===== config.mk =====
export PLATFORM = sky130hd
export DESIGN_NAME = raycast_wall_column_texturer_flat
export DESIGN_NICKNAME = d
export VERILOG_FILES = /design/src/rtl/rwct_pkg.sv /design/src/rtl/rwct_if.sv /design/src/rtl/rwct_ctrl.sv /design/src/rtl/rwct_dp.sv /design/src/rtl/raycast_wall_column_texturer.sv /design/src/flat_wrapper.sv
export SDC_FILE = /design/constraint.sdc
export NUM_CORES = 2
export LEC_CHECK = 0
export BUFFER_PORTS_ARGS = -buffer_cell sky130_fd_sc_hd__buf_2
export CORE_ASPECT_RATIO = 0.75
export CORE_MARGIN = 3
export CORE_UTILIZATION = 45
export DETAILED_ROUTE_END_ITERATION = 8
export HOLD_SLACK_MARGIN = 0.12
export SKIP_LAST_GASP = 1
export SYNTH_ARGS = -nofsm -noshare
export SYNTH_HDL_FRONTEND = slang
export SYNTH_SLANG_ARGS = --single-unit

===== constraint.sdc =====
create_clock -name clk -period 9.6 [get_ports clk]
set_input_delay 1.92 -clock clk [delete_from_list [all_inputs] [get_ports clk]]
set_output_delay 1.92 -clock clk [all_outputs]
set_load 0.01 [all_outputs]

===== src/rtl/rwct_pkg.sv =====
`timescale 1ns / 1ps
// ----------------------------------------------------------------------------
// rwct_pkg
// Shared types, codes and helpers of the wall column texturer.
// ----------------------------------------------------------------------------
package rwct_pkg;

  // Operation codes of an input item
  localparam logic OP_LOAD = 1'b0;
  localparam logic OP_ROW  = 1'b1;

  // Pixel region codes
  localparam logic [1:0] REGION_CEILING = 2'd0;
  localparam logic [1:0] REGION_WALL    = 2'd1;
  localparam logic [1:0] REGION_FLOOR   = 2'd2;

  // Configuration register indexes
  localparam logic CFG_CEILING = 1'b0;
  localparam logic CFG_FLOOR   = 1'b1;

  // Restoring divider: (tex_height << 16) / wall_span gives a 27-bit quotient
  localparam int DIV_STEPS = 27;
  localparam int DIV_CNT_W = 5;

  localparam int PROD_W = 45;
  localparam logic signed [PROD_W-1:0] Q_MAX = 45'sd2147483647;
  localparam logic signed [PROD_W-1:0] Q_MIN = -45'sd2147483648;

  typedef enum logic [2:0] {
    S_IDLE,
    S_HIT,
    S_FRAC,
    S_DIV,
    S_POS,
    S_ARM
  } rwct_state_t;

  typedef struct packed {
    logic load_capture;
    logic hit_mul;
    logic col_mul;
    logic div_step;
    logic col_write;
    logic pos_mul;
    logic arm;
    logic row_fire;
  } rwct_cmd_t;

  function automatic logic signed [31:0] sat_q16(input logic signed [PROD_W-1:0] v);
    logic signed [31:0] r;
    if (v > Q_MAX) begin
      r = 32'sh7FFFFFFF;
    end else if (v < Q_MIN) begin
      r = 32'sh80000000;
    end else begin
      r = v[31:0];
    end
    return r;
  endfunction

  // Texture size: zero reads as one, anything above 1024 as 1024
  function automatic logic [10:0] tex_size(input logic [10:0] v);
    logic [10:0] r;
    if (v == 11'd0) begin
      r = 11'd1;
    end else if (v > 11'd1024) begin
      r = 11'd1024;
    end else begin
      r = v;
    end
    return r;
  endfunction

endpackage


===== src/rtl/rwct_if.sv =====
`timescale 1ns / 1ps
// ----------------------------------------------------------------------------
// rwct_in_if / rwct_out_if
// Valid/ready channels for column descriptors and row requests, and pixels.
// ----------------------------------------------------------------------------
interface rwct_in_if;
  logic               valid;
  logic               ready;
  logic               op;
  logic               side;
  logic [23:0]        pos_x;
  logic [23:0]        pos_y;
  logic signed [19:0] ray_dir_x;
  logic signed [19:0] ray_dir_y;
  logic [23:0]        wall_dist;
  logic [15:0]        wall_span;
  logic [11:0]        draw_start;
  logic [11:0]        draw_end;
  logic [10:0]        tex_width;
  logic [10:0]        tex_height;

  modport source (
    output valid, op, side, pos_x, pos_y, ray_dir_x, ray_dir_y, wall_dist,
           wall_span, draw_start, draw_end, tex_width, tex_height,
    input  ready
  );
  modport sink (
    input  valid, op, side, pos_x, pos_y, ray_dir_x, ray_dir_y, wall_dist,
           wall_span, draw_start, draw_end, tex_width, tex_height,
    output ready
  );
endinterface

interface rwct_out_if;
  logic        valid;
  logic        ready;
  logic [11:0] row;
  logic [1:0]  region;
  logic [23:0] flat_color;
  logic [9:0]  texel_x;
  logic [9:0]  texel_y;
  logic        last;

  modport source (
    output valid, row, region, flat_color, texel_x, texel_y, last,
    input  ready
  );
  modport sink (
    input  valid, row, region, flat_color, texel_x, texel_y, last,
    output ready
  );
endinterface


===== src/rtl/rwct_ctrl.sv =====
`timescale 1ns / 1ps
// ----------------------------------------------------------------------------
// rwct_ctrl
// Sequencer for column loads and row transfers; owns the output valid flag.
// ----------------------------------------------------------------------------
module rwct_ctrl (
  input  logic                clk,
  input  logic                rst,
  input  logic                in_valid,
  input  logic                in_op,
  input  logic                active,
  input  logic                out_ready,
  output logic                in_ready,
  output logic                out_valid,
  output rwct_pkg::rwct_cmd_t cmd
);

  rwct_pkg::rwct_state_t state, state_next;
  logic [rwct_pkg::DIV_CNT_W-1:0] div_cnt;
  logic accept;
  logic div_done;

  assign div_done = (div_cnt == rwct_pkg::DIV_CNT_W'(rwct_pkg::DIV_STEPS - 1));
  // Output register frees up when its pixel is taken in the same cycle
  assign in_ready = (state == rwct_pkg::S_IDLE) && (!out_valid || out_ready);
  assign accept   = in_valid && in_ready;

  always_ff @(posedge clk) begin
    if (rst) begin
      state     <= rwct_pkg::S_IDLE;
      div_cnt   <= '0;
      out_valid <= 1'b0;
    end else begin
      state <= state_next;
      if (state == rwct_pkg::S_DIV) begin
        div_cnt <= div_cnt + 1'b1;
      end else begin
        div_cnt <= '0;
      end
      if (cmd.row_fire) begin
        out_valid <= 1'b1;
      end else if (out_ready) begin
        out_valid <= 1'b0;
      end
    end
  end

  always_comb begin
    state_next = state;
    unique case (state)
      rwct_pkg::S_IDLE: begin
        if (accept && (in_op == rwct_pkg::OP_LOAD)) state_next = rwct_pkg::S_HIT;
      end
      rwct_pkg::S_HIT:  state_next = rwct_pkg::S_FRAC;
      rwct_pkg::S_FRAC: state_next = rwct_pkg::S_DIV;
      rwct_pkg::S_DIV: begin
        if (div_done) state_next = rwct_pkg::S_POS;
      end
      rwct_pkg::S_POS:  state_next = rwct_pkg::S_ARM;
      rwct_pkg::S_ARM:  state_next = rwct_pkg::S_IDLE;
      default:          state_next = rwct_pkg::S_IDLE;
    endcase
  end

  always_comb begin
    cmd = '0;
    unique case (state)
      rwct_pkg::S_IDLE: begin
        cmd.load_capture = accept && (in_op == rwct_pkg::OP_LOAD);
        cmd.row_fire     = accept && (in_op == rwct_pkg::OP_ROW) && active;
      end
      rwct_pkg::S_HIT:  cmd.hit_mul = 1'b1;
      rwct_pkg::S_FRAC: cmd.col_mul = 1'b1;
      rwct_pkg::S_DIV: begin
        cmd.div_step  = 1'b1;
        cmd.col_write = 1'b1;
      end
      rwct_pkg::S_POS:  cmd.pos_mul = 1'b1;
      rwct_pkg::S_ARM:  cmd.arm     = 1'b1;
      default:          cmd         = '0;
    endcase
  end

endmodule


===== src/rtl/rwct_dp.sv =====
`timescale 1ns / 1ps
// ----------------------------------------------------------------------------
// rwct_dp
// Column set-up arithmetic (multipliers, restoring divider) and row stepping.
// ----------------------------------------------------------------------------
module rwct_dp #(
  parameter int SCREEN_ROWS = 480
) (
  input  logic                clk,
  input  logic                rst,
  input  rwct_pkg::rwct_cmd_t cmd,
  output logic                active,
  // column descriptor
  input  logic                side,
  input  logic [23:0]         pos_x,
  input  logic [23:0]         pos_y,
  input  logic signed [19:0]  ray_dir_x,
  input  logic signed [19:0]  ray_dir_y,
  input  logic [23:0]         wall_dist,
  input  logic [15:0]         wall_span,
  input  logic [11:0]         draw_start,
  input  logic [11:0]         draw_end,
  input  logic [10:0]         tex_width,
  input  logic [10:0]         tex_height,
  // configuration
  input  logic                cfg_we,
  input  logic                cfg_index,
  input  logic [23:0]         cfg_data,
  // pixel
  output logic [11:0]         row,
  output logic [1:0]          region,
  output logic [23:0]         flat_color,
  output logic [9:0]          texel_x,
  output logic [9:0]          texel_y,
  output logic                last
);

  localparam logic signed [16:0] HALF_ROWS = 17'(SCREEN_ROWS / 2);
  localparam logic [11:0]        LAST_ROW  = 12'(SCREEN_ROWS - 1);

  // configuration registers
  logic [23:0] ceiling_color;
  logic [23:0] floor_color;

  // committed column state
  logic [11:0]        row_counter;
  logic signed [31:0] texture_position;
  logic [31:0]        row_step;
  logic [9:0]         texture_column;
  logic [11:0]        wall_top;
  logic [11:0]        wall_bottom;
  logic [10:0]        texture_rows;

  // descriptor being set up
  logic               ld_mirror;
  logic [15:0]        ld_pos_frac;
  logic signed [19:0] ld_rd;
  logic [23:0]        ld_dist;
  logic [15:0]        ld_lh;
  logic [10:0]        ld_tw;
  logic [10:0]        ld_th;
  logic [11:0]        ld_top;
  logic [11:0]        ld_bottom;
  logic [9:0]         ld_col;

  logic [15:0]                          hit_bits;
  logic [10:0]                          col_prod;
  logic [15:0]                          div_rem;
  logic [rwct_pkg::DIV_STEPS-1:0]       div_num;
  logic signed [rwct_pkg::PROD_W-1:0]   pos_prod;

  // set-up combinational terms
  logic signed [rwct_pkg::PROD_W-1:0] hit_full;
  logic [15:0]                        frac;
  logic [26:0]                        col_full;
  logic [16:0]                        rem_sh;
  logic                               q_bit;
  logic signed [16:0]                 offset;
  logic signed [rwct_pkg::PROD_W-1:0] pos_full;

  // row combinational terms
  logic                               in_ceiling;
  logic                               in_wall;
  logic                               is_last;
  logic [14:0]                        tp_int;
  logic [10:0]                        rows_m1;
  logic [9:0]                         ty;
  logic signed [32:0]                 tp_sum;

  // Only the fraction of the hit point matters: the position's integer part
  // never reaches bits 31:16 of the Q.32 sum.
  assign hit_full = $signed({1'b0, ld_dist}) * ld_rd;
  assign frac     = ld_pos_frac + hit_bits;
  assign col_full = frac * ld_tw;

  assign rem_sh = {div_rem, div_num[rwct_pkg::DIV_STEPS-1]};
  assign q_bit  = (rem_sh >= {1'b0, ld_lh});

  assign offset   = $signed({5'd0, ld_top}) - HALF_ROWS + $signed({2'd0, ld_lh[15:1]});
  assign pos_full = offset * $signed({1'b0, div_num});

  assign in_ceiling = (row_counter < wall_top);
  assign in_wall    = !in_ceiling && (row_counter <= wall_bottom);
  assign is_last    = (row_counter >= LAST_ROW);
  assign tp_int     = texture_position[30:16];
  assign rows_m1    = texture_rows - 11'd1;
  assign tp_sum     = $signed({texture_position[31], texture_position})
                    + $signed({row_step[31], row_step});

  always_comb begin
    if (texture_position[31]) begin
      ty = 10'd0;
    end else if (tp_int >= {4'd0, texture_rows}) begin
      ty = rows_m1[9:0];
    end else begin
      ty = tp_int[9:0];
    end
  end

  // control and committed state
  always_ff @(posedge clk) begin
    if (rst) begin
      active           <= 1'b0;
      ceiling_color    <= '0;
      floor_color      <= '0;
      row_counter      <= '0;
      texture_position <= '0;
      row_step         <= '0;
      texture_column   <= '0;
      wall_top         <= '0;
      wall_bottom      <= '0;
      texture_rows     <= 11'd1;
    end else begin
      if (cfg_we) begin
        unique case (cfg_index)
          rwct_pkg::CFG_CEILING: ceiling_color <= cfg_data;
          rwct_pkg::CFG_FLOOR:   floor_color   <= cfg_data;
          default:               ceiling_color <= ceiling_color;
        endcase
      end
      if (cmd.arm) begin
        active           <= 1'b1;
        row_counter      <= '0;
        texture_position <= rwct_pkg::sat_q16(pos_prod);
        row_step         <= {5'd0, div_num};
        texture_column   <= ld_col;
        wall_top         <= ld_top;
        wall_bottom      <= ld_bottom;
        texture_rows     <= ld_th;
      end else if (cmd.row_fire) begin
        if (in_wall) begin
          texture_position <= rwct_pkg::sat_q16(rwct_pkg::PROD_W'(tp_sum));
        end
        if (is_last) begin
          active <= 1'b0;
        end else begin
          row_counter <= row_counter + 12'd1;
        end
      end
    end
  end

  // set-up pipeline and divider
  always_ff @(posedge clk) begin
    if (cmd.load_capture) begin
      ld_pos_frac <= side ? pos_x[15:0] : pos_y[15:0];
      ld_rd       <= side ? ray_dir_x : ray_dir_y;
      ld_mirror   <= side ? (!ray_dir_y[19] && (ray_dir_y != 20'sd0)) : ray_dir_x[19];
      ld_dist     <= wall_dist;
      ld_lh       <= (wall_span == 16'd0) ? 16'd1 : wall_span;
      ld_tw       <= rwct_pkg::tex_size(tex_width);
      ld_th       <= rwct_pkg::tex_size(tex_height);
      ld_top      <= draw_start;
      ld_bottom   <= draw_end;
      div_rem     <= '0;
      div_num     <= {rwct_pkg::tex_size(tex_height), 16'd0};
    end
    if (cmd.hit_mul) begin
      hit_bits <= hit_full[31:16];
    end
    if (cmd.col_mul) begin
      col_prod <= col_full[26:16];
    end
    if (cmd.col_write) begin
      ld_col <= ld_mirror ? 10'(ld_tw - 11'd1 - col_prod) : col_prod[9:0];
    end
    if (cmd.div_step) begin
      div_rem <= q_bit ? 16'(rem_sh - {1'b0, ld_lh}) : rem_sh[15:0];
      div_num <= {div_num[rwct_pkg::DIV_STEPS-2:0], q_bit};
    end
    if (cmd.pos_mul) begin
      pos_prod <= pos_full;
    end
  end

  // pixel output register
  always_ff @(posedge clk) begin
    if (cmd.row_fire) begin
      row  <= row_counter;
      last <= is_last;
      if (in_ceiling) begin
        region     <= rwct_pkg::REGION_CEILING;
        flat_color <= ceiling_color;
        texel_x    <= '0;
        texel_y    <= '0;
      end else if (in_wall) begin
        region     <= rwct_pkg::REGION_WALL;
        flat_color <= '0;
        texel_x    <= texture_column;
        texel_y    <= ty;
      end else begin
        region     <= rwct_pkg::REGION_FLOOR;
        flat_color <= floor_color;
        texel_x    <= '0;
        texel_y    <= '0;
      end
    end
  end

endmodule


===== src/rtl/raycast_wall_column_texturer.sv =====
`timescale 1ns / 1ps
// ----------------------------------------------------------------------------
// raycast_wall_column_texturer
// A load transfer (op 0) takes the hit data of one screen column; the block is
// then busy working out the texture column, the per-row step and the start
// position, in two multiplier stages, then the 27-step restoring divider for
// (tex_height << 16) / wall_span, then one multiply and one saturate stage.
// Once armed, row transfers (op 1) are taken one per cycle while the pixel
// output is not stalled, each giving one pixel top to bottom: ceiling colour,
// wall texel coordinates, then floor colour, with last set on row
// SCREEN_ROWS-1. Row transfers with no armed column give no pixel.
// Colour registers are written through cfg_we, cfg_index and cfg_data.
// ----------------------------------------------------------------------------
module raycast_wall_column_texturer #(
  parameter int SCREEN_ROWS = 480
) (
  input  logic        clk,
  input  logic        rst,
  rwct_in_if.sink     ray,
  rwct_out_if.source  pixel,
  input  logic        cfg_we,
  input  logic        cfg_index,
  input  logic [23:0] cfg_data
);

  rwct_pkg::rwct_cmd_t cmd;
  logic active;

  rwct_ctrl u_ctrl (
    .clk       (clk),
    .rst       (rst),
    .in_valid  (ray.valid),
    .in_op     (ray.op),
    .active    (active),
    .out_ready (pixel.ready),
    .in_ready  (ray.ready),
    .out_valid (pixel.valid),
    .cmd       (cmd)
  );

  rwct_dp #(
    .SCREEN_ROWS (SCREEN_ROWS)
  ) u_dp (
    .clk         (clk),
    .rst         (rst),
    .cmd         (cmd),
    .active      (active),
    .side        (ray.side),
    .pos_x       (ray.pos_x),
    .pos_y       (ray.pos_y),
    .ray_dir_x   (ray.ray_dir_x),
    .ray_dir_y   (ray.ray_dir_y),
    .wall_dist   (ray.wall_dist),
    .wall_span   (ray.wall_span),
    .draw_start  (ray.draw_start),
    .draw_end    (ray.draw_end),
    .tex_width   (ray.tex_width),
    .tex_height  (ray.tex_height),
    .cfg_we      (cfg_we),
    .cfg_index   (cfg_index),
    .cfg_data    (cfg_data),
    .row         (pixel.row),
    .region      (pixel.region),
    .flat_color  (pixel.flat_color),
    .texel_x     (pixel.texel_x),
    .texel_y     (pixel.texel_y),
    .last        (pixel.last)
  );

endmodule


===== src/flat_wrapper.sv =====
// flat-port wrapper written by rule: the top's interface ports become plain ports
module raycast_wall_column_texturer_flat 
#(
  parameter int SCREEN_ROWS = 480
)
  (clk, rst, cfg_we, cfg_index, cfg_data, ray_valid, ray_op, ray_side, ray_pos_x, ray_pos_y, ray_ray_dir_x, ray_ray_dir_y, ray_wall_dist, ray_wall_span, ray_draw_start, ray_draw_end, ray_tex_width, ray_tex_height, ray_ready, pixel_valid, pixel_row, pixel_region, pixel_flat_color, pixel_texel_x, pixel_texel_y, pixel_last, pixel_ready);
  rwct_in_if ray_i ();
  rwct_out_if pixel_i ();
  input  logic clk;
  input  logic rst;
  input  logic cfg_we;
  input  logic cfg_index;
  input  logic [23:0] cfg_data;
  input wire logic [$bits(ray_i.valid)-1:0] ray_valid;
  input wire logic [$bits(ray_i.op)-1:0] ray_op;
  input wire logic [$bits(ray_i.side)-1:0] ray_side;
  input wire logic [$bits(ray_i.pos_x)-1:0] ray_pos_x;
  input wire logic [$bits(ray_i.pos_y)-1:0] ray_pos_y;
  input wire logic [$bits(ray_i.ray_dir_x)-1:0] ray_ray_dir_x;
  input wire logic [$bits(ray_i.ray_dir_y)-1:0] ray_ray_dir_y;
  input wire logic [$bits(ray_i.wall_dist)-1:0] ray_wall_dist;
  input wire logic [$bits(ray_i.wall_span)-1:0] ray_wall_span;
  input wire logic [$bits(ray_i.draw_start)-1:0] ray_draw_start;
  input wire logic [$bits(ray_i.draw_end)-1:0] ray_draw_end;
  input wire logic [$bits(ray_i.tex_width)-1:0] ray_tex_width;
  input wire logic [$bits(ray_i.tex_height)-1:0] ray_tex_height;
  output wire logic [$bits(ray_i.ready)-1:0] ray_ready;
  output wire logic [$bits(pixel_i.valid)-1:0] pixel_valid;
  output wire logic [$bits(pixel_i.row)-1:0] pixel_row;
  output wire logic [$bits(pixel_i.region)-1:0] pixel_region;
  output wire logic [$bits(pixel_i.flat_color)-1:0] pixel_flat_color;
  output wire logic [$bits(pixel_i.texel_x)-1:0] pixel_texel_x;
  output wire logic [$bits(pixel_i.texel_y)-1:0] pixel_texel_y;
  output wire logic [$bits(pixel_i.last)-1:0] pixel_last;
  input wire logic [$bits(pixel_i.ready)-1:0] pixel_ready;
  assign ray_i.valid = ray_valid;
  assign ray_i.op = ray_op;
  assign ray_i.side = ray_side;
  assign ray_i.pos_x = ray_pos_x;
  assign ray_i.pos_y = ray_pos_y;
  assign ray_i.ray_dir_x = ray_ray_dir_x;
  assign ray_i.ray_dir_y = ray_ray_dir_y;
  assign ray_i.wall_dist = ray_wall_dist;
  assign ray_i.wall_span = ray_wall_span;
  assign ray_i.draw_start = ray_draw_start;
  assign ray_i.draw_end = ray_draw_end;
  assign ray_i.tex_width = ray_tex_width;
  assign ray_i.tex_height = ray_tex_height;
  assign ray_ready = ray_i.ready;
  assign pixel_valid = pixel_i.valid;
  assign pixel_row = pixel_i.row;
  assign pixel_region = pixel_i.region;
  assign pixel_flat_color = pixel_i.flat_color;
  assign pixel_texel_x = pixel_i.texel_x;
  assign pixel_texel_y = pixel_i.texel_y;
  assign pixel_last = pixel_i.last;
  assign pixel_i.ready = pixel_ready;
  raycast_wall_column_texturer #(.SCREEN_ROWS(SCREEN_ROWS)) u_core (.clk(clk), .rst(rst), .ray(ray_i), .pixel(pixel_i), .cfg_we(cfg_we), .cfg_index(cfg_index), .cfg_data(cfg_data));
endmodule

== Word level (Yosys, flattened, before mapping) ==
Cells that the tools add are included.

* Add/sub/neg operators: 10
* Multipliers: 3
* Div/mod/pow operators: 0
* $lt $le $gt $ge: 11
* Eq/ne operators: 8
* Shifts and indexed selects: 0
* Multiplexer cells: 38
* Bitwise gates (word level): 5
* Reductions and logical operators: 32

{| class="wikitable"
|+ Operators with widths
! operator !! count
|-
| 32-bit 2-to-1 mux || 7
|-
| 16-bit 2-to-1 mux || 4
|-
| 27-bit 2-to-1 mux || 2
|-
| 24-bit 2-to-1 mux || 2
|-
| 45-bit by 32-bit greater-than comparator with 1-bit output (second input constant) || 1
|-
| 45-bit by 32-bit < comparator with 1-bit output (second input constant) || 1
|-
| 17-bit by 28-bit multiplier with 45-bit output || 1
|-
| 32-bit by 28-bit adder with 33-bit output || 1
|-
| 33-bit by 32-bit greater-than comparator with 1-bit output (second input constant) || 1
|-
| 33-bit by 32-bit < comparator with 1-bit output (second input constant) || 1
|-
| 11-bit 2-to-1 mux || 3
|-
| 25-bit by 20-bit multiplier with 32-bit output || 1
|-
| 16-bit by 11-bit multiplier with 26-bit output || 1
|-
| 11-bit greater-than comparator (second input constant) || 2
|-
| 11-bit logical NOT || 2
|-
| 10-bit 2-to-1 mux || 2
|-
| 20-bit 2-to-1 mux || 1
|-
| 20-bit nonzero test || 1
|-
| 10-bit by 1-bit subtractor with 10-bit output (second input constant) || 2
|-
| 13-bit by 16-bit adder with 17-bit output || 1
|-
| 17-bit by 16-bit greater-or-equal comparator with 1-bit output || 1
|-
| 16-bit adder || 1
|-
| 16-bit logical NOT || 1
|-
| 16-bit subtractor || 1
|-
| 27 further kinds || 66
|}

* Bits in registers: 480
* Bits in latches: 0
* Memory bits (writable): 0
* Bits in read-only memories: 0
* Bits of input ports: 206
* Output and inout port bits: 61
* Memories: 0

== Longest topological paths before layout ==
* Depth after elaboration: 9
* Depth in mapped cells: 36
* Gate-level depth less buffers: 34

== Hierarchy ==
A second synthesis with hierarchy kept.

* Cells, all modules: 5,711
* Area, all modules: 54,618.6 µm²

{| class="wikitable"
|+ By module, submodules not included
! module !! instances !! cells an instance !! area each (µm²) !! seq. area each (µm²)
|-
| rwct_dp || 1 || 5,658 || 54,172.0 || 12,492.0
|-
| rwct_ctrl || 1 || 53 || 446.7 || 180.2
|}

== Least setup slack after synthesis ==
No wires, ideal clock.

* Kind: register to register
* Start point: register u_core.u_dp.ld_top[4]
* End point: register u_core.u_dp.pos_prod[38] (netlist name), data pin
* Setup time: 258 ps
* Arrival: 8,295 ps
* Required time: 9,342 ps
* Slack: 1,047 ps
* Cell stages (with the launch flop): 32
* Cells stage by stage: edfxtp_1 > ha_1 > and3_1 > or3_1 > nor3_1 > ha_1 > or3_1 > a31oi_1 > o41a_1 > o21bai_1 > xnor2_1 > buf_2 > nor2_1 > fa_1 > fa_1 > fa_1 > fa_1 > fa_1 > inv_1 > fa_1 > inv_1 > ha_1 > a21o_1 > a21o_1 > a2111oi_0 > o21ai_0 > a211oi_1 > a31o_2 > o21ai_0 > a21o_1 > a21oi_1 > xnor2_1

* Longest elaborated chain between the ends: 3

{| class="wikitable"
|+ Ends and longest elaborated chain
! what !! line !! source
|-
| start, declared || rwct_dp.sv:62 || <nowiki>logic [11:0] ld_top;</nowiki>
|-
| start signal, assigned || rwct_dp.sv:173 || <nowiki>ld_top <= draw_start;</nowiki>
|-
| 12-bit by 8-bit subtractor with 13-bit output || rwct_dp.sv:99 || <nowiki>assign offset = $signed({5'd0, ld_top}) - HALF_ROWS + $signed({2'd0, ld_lh[15:1]});</nowiki>
|-
| 13-bit by 16-bit adder with 17-bit output || rwct_dp.sv:99 ||
|-
| 17-bit by 28-bit multiplier with 45-bit output || rwct_dp.sv:100 || <nowiki>assign pos_full = offset * $signed({1'b0, div_num});</nowiki>
|-
| via u_core.u_dp.pos_full (one bit) || rwct_dp.sv:79 || <nowiki>logic signed [rwct_pkg::PROD_W-1:0] pos_full;</nowiki>
|-
| end signal, assigned || rwct_dp.sv:192 || <nowiki>pos_prod <= pos_full;</nowiki>
|-
| end, declared || rwct_dp.sv:70 || <nowiki>logic signed [rwct_pkg::PROD_W-1:0] pos_prod;</nowiki>
|}

The timed path passes the listed nets, and every way through them passes these cells.
A chain may end at the register's enable or synchronous reset.

== Worst setup path in the final report ==
* Start point: register u_core.u_dp.ld_top[4]
* End point: register u_core.u_dp.pos_prod[43] (netlist name), data pin

Same word-level chain as after synthesis.

==> impl_metrics.tcl <==
set metrics [dict create \
    setup_viol 0 \
    numCtsBuffers 50 \
    syn_avg_cell_area_um2 9.430 \
    io_buffers 250 \
    async_flop_share_pct 0 \
    postCtsHoldBufs 0 \
    antenna_found_initial 6 \
    grt_overflow 0 \
    rrSetupSlack_ns 0.37 \
    critPathArrivalTime_ns 9.62 \
    synth_cell_types 74 \
    row_count 109 \
    final_cell_mix "1044 x inv_1, 1008 x nand2_1, 832 x fa_1" \
    avgViaCountPerCell 5.211 \
    endpoint_kind "flip-flop" \
    drt_first_pass_iters 6 \
    skew_ns 0.02333 \
    htree_levels 2 \
    grt_max_degree 82 \
    finalCritPeriodShare_pct 96.10 \
    slew_headroom_pct 14.86 \
    synth_top_cell_area_share_pct 30.55 \
    grt_pass1_wl_um 234900 \
    dp_hpwl_um 112200 \
    synth_edf_count 306 \
    final_common_cell "inv_1" \
    ys_top_cells_by_area "fa_1 31%, edfxtp_1 17%, ha_1 10%" \
    ys_seq_area_share_pct 23.24 \
    nNetsFinal 7381 \
    clk_pin_slew_ns 0.06 \
    ios 267 \
    maxSlewViolCount 0 \
    status "completed" \
    ys_ff_latch 480 \
    path_class "reg -> reg" \
    ff2ff_path_depth 30 \
    cp_data_required_time_ns 9.99 \
    drive_above_1_share_pct 9.356 \
    clk_latency_ns 0.64 \
    start_util_pct 45.80 \
    r2r-end "u_core.u_dp.pos_prod[43]" \
    wl_um 147000 \
    cp_slowest_cell "fa_1" \
    critPathMaxFanout 17 \
    cp-start-kind "flip-flop" \
    area_growth_syn_to_layout_pct 9.330 \
    drc_errors 0 \
    critPathMostFrequentCell "fa_1" \
    fin_crit_ns 9.226 \
    core_um2 119100 \
    clkSinkCount 480 \
    netlist_area_um2 54530 \
    syn-num-nets 7261 \
    yosys_warnings 0 \
    routed-via-count 39366 \
    grt.total_usage_pct 23.87 \
    dieWidth_um 407.9 \
    cts_root_buffer "clkbuf_16" \
    hold_viol_final 0 \
    hold-path-cell-count 2 \
    hold_start "u_core.u_dp.floor_color[12]" \
    die_h_um 307.5 \
    maxCapViolCount 0 \
    drtIter0Drc 2598 \
    synth-main-ff-cell "edfxtp_1" \
    worst_pin_slew_ns 1.268 \
    die_area_um2 125400 \
    cts.path.max_buffers 3 \
    hold_path.class "reg -> reg" \
    gp_congestion 0.8843 \
    wire_per_inst_um 19.45 \
    syn_inst 5782 \
    fmax_mhz 108.4 \
    synth_top_area_cell "fa_1" \
    grt_pass1_vias 40374 \
    reg2reg_from "u_core.u_dp.ld_top[4]" \
    hold_path_end "u_core.u_dp.floor_color[12]" \
    slowest_delay_ns 0.53 \
    ant_nets 0 \
    cts_tree "built" \
    rsz0062_at_grt "false" \
    final.setup.tns_ns 0 \
]
synth_stat cells (4+ instances only):
cell type  count
mux2_2        37
nand4_1       29
xnor2_1      139
buf_1         11
or3_1         13
buf_2          7
nor4_1        19
fa_1         832
o21bai_1      24
a2111oi_0      5
o21ai_1        5
nand2_1     1008
clkbuf_1     270
a31oi_1       14
a22o_1        28
and2_4        10
o211a_1        4
mux2i_1       14
nand3b_1       4
o21a_1        20
a21oi_1      266
nand2b_1      26
a211oi_1      20
a21o_1        67
ha_1         441
o31ai_1       29
o41ai_1        4
or2_2         13
xor2_1        44
o211ai_1       9
nor2_1       180
nor2b_1       39
dfxtp_1      174
and3_1        16
inv_1       1045
and2_1       382
a221oi_1       6
o21ai_0       66
nand3_1       31
nor3_1        57
edfxtp_1     306
a21boi_0       6
a31o_2         7
o41a_1         4
what timing repair did:
action                                  in CTS  in global routing
pin swaps                                    0                  1
gates resized for setup                      1                 10
endpoints found under the setup margin       4                 10
setup buffers                                0                  3
how the worst max path moves through the flow:
| stage | cells past startpoint | end | slack (ns) | startpoint |
|---|---|---|---|---|
| global route | 35 | u_core.u_dp.pos_prod[44] | 0.01 | u_core.u_dp.ld_top[4] |
| CTS | 32 | u_core.u_dp.pos_prod[43] | 0.12 | u_core.u_dp.ld_top[4] |
| finish | 30 | u_core.u_dp.pos_prod[43] | 0.37 | u_core.u_dp.ld_top[4] |
| floorplan | 31 | u_core.u_dp.pos_prod[38] | 1.05 | u_core.u_dp.ld_top[4] |
| detailed placement | 30 | u_core.u_dp.pos_prod[43] | -0.05 | u_core.u_dp.ld_top[4] |
| global placement | 32 | u_core.u_dp.pos_prod[44] | 0.11 | u_core.u_dp.ld_top[4] |
stage by stage:
stage	std cells	util [%]	hold WS (ns)	setup slack, ns	instance area (µm²)
finish	7554	50.07	0.4527	0.3744	59610
global route	7552	50.07	0.4656	0.01412	59610
CTS	7549	50.01	0.4553	0.1209	59540
detailed placement	7456	48.51	0.4434	-0.04513	57750
global placement	7456	48.51	0.4400	0.1118	57750
floorplan	5782	-	0.4317	1.047	54530
metal layers:
metal | vias to the layer above | track usage, % | part of all wire, %
met4 | 0 | 4.701 | 1.9
met1 | 19773 | 36.93 | 48
li1 | 18231 | - | -
met3 | 142 | 3.926 | 7.7
met2 | 1220 | 35.28 | 42
met5 | - | 0 | 0
kinds of logic after synthesis:
kind of cell / count (synthesis) / synth area share [%]
AND/OR/NAND/NOR: 1840 / 15.56
buffers and inverters: 1339 / 9.296
adder cells (fa/ha/maj): 1273 / 40.67
AO/OA/AOI/OAI: 616 / 7.281
flip-flops: 480 / 23.24
XOR/XNOR: 183 / 2.939
multiplexers: 51 / 1.021
sequential cells by signal, indices dropped and copies added (netlist names), 16 cells and up:
register / flops
u_core.u_dp.pos_prod: 45
u_core.u_dp.texture_position: 32
u_core.u_dp.ld_dist: 24
u_core.u_dp.row_step: 27
u_core.u_dp.ld_lh: 16
u_core.u_dp.ld_pos_frac: 16
u_core.u_dp.floor_color: 24
u_core.u_dp.hit_bits: 16
u_core.u_dp.ceiling_color: 24
u_core.u_dp.div_rem: 16
u_core.u_dp.div_num: 27
u_core.u_dp.flat_color: 24
u_core.u_dp.ld_rd: 20
critical path, delay by kind of cell, from the launching register on:
kind            cells  cell delay (ns)
xor+xnor            3             0.82
simple gates        4             0.90
buf+inv             4             0.33
flops               1             0.44
compound gates     10             2.46
fa+ha+maj           9             4.02
area by class of cell:
type / count / area (µm²)
repair buffers: 362 / 2157
flip-flops and latches: 480 / 12670
fillers: 11168 / 59450
well taps: 1609 / 2013
multi-input cells: 3963 / 37060
diodes: 2 / 5.005
clock inverters: 30 / 375.4
inverters: 1045 / 3924
clock buffers: 63 / 1404
Power is left out: the tool's default activity adds up to more than one toggle a clock period on the data nets, which glitch-free logic cannot reach.
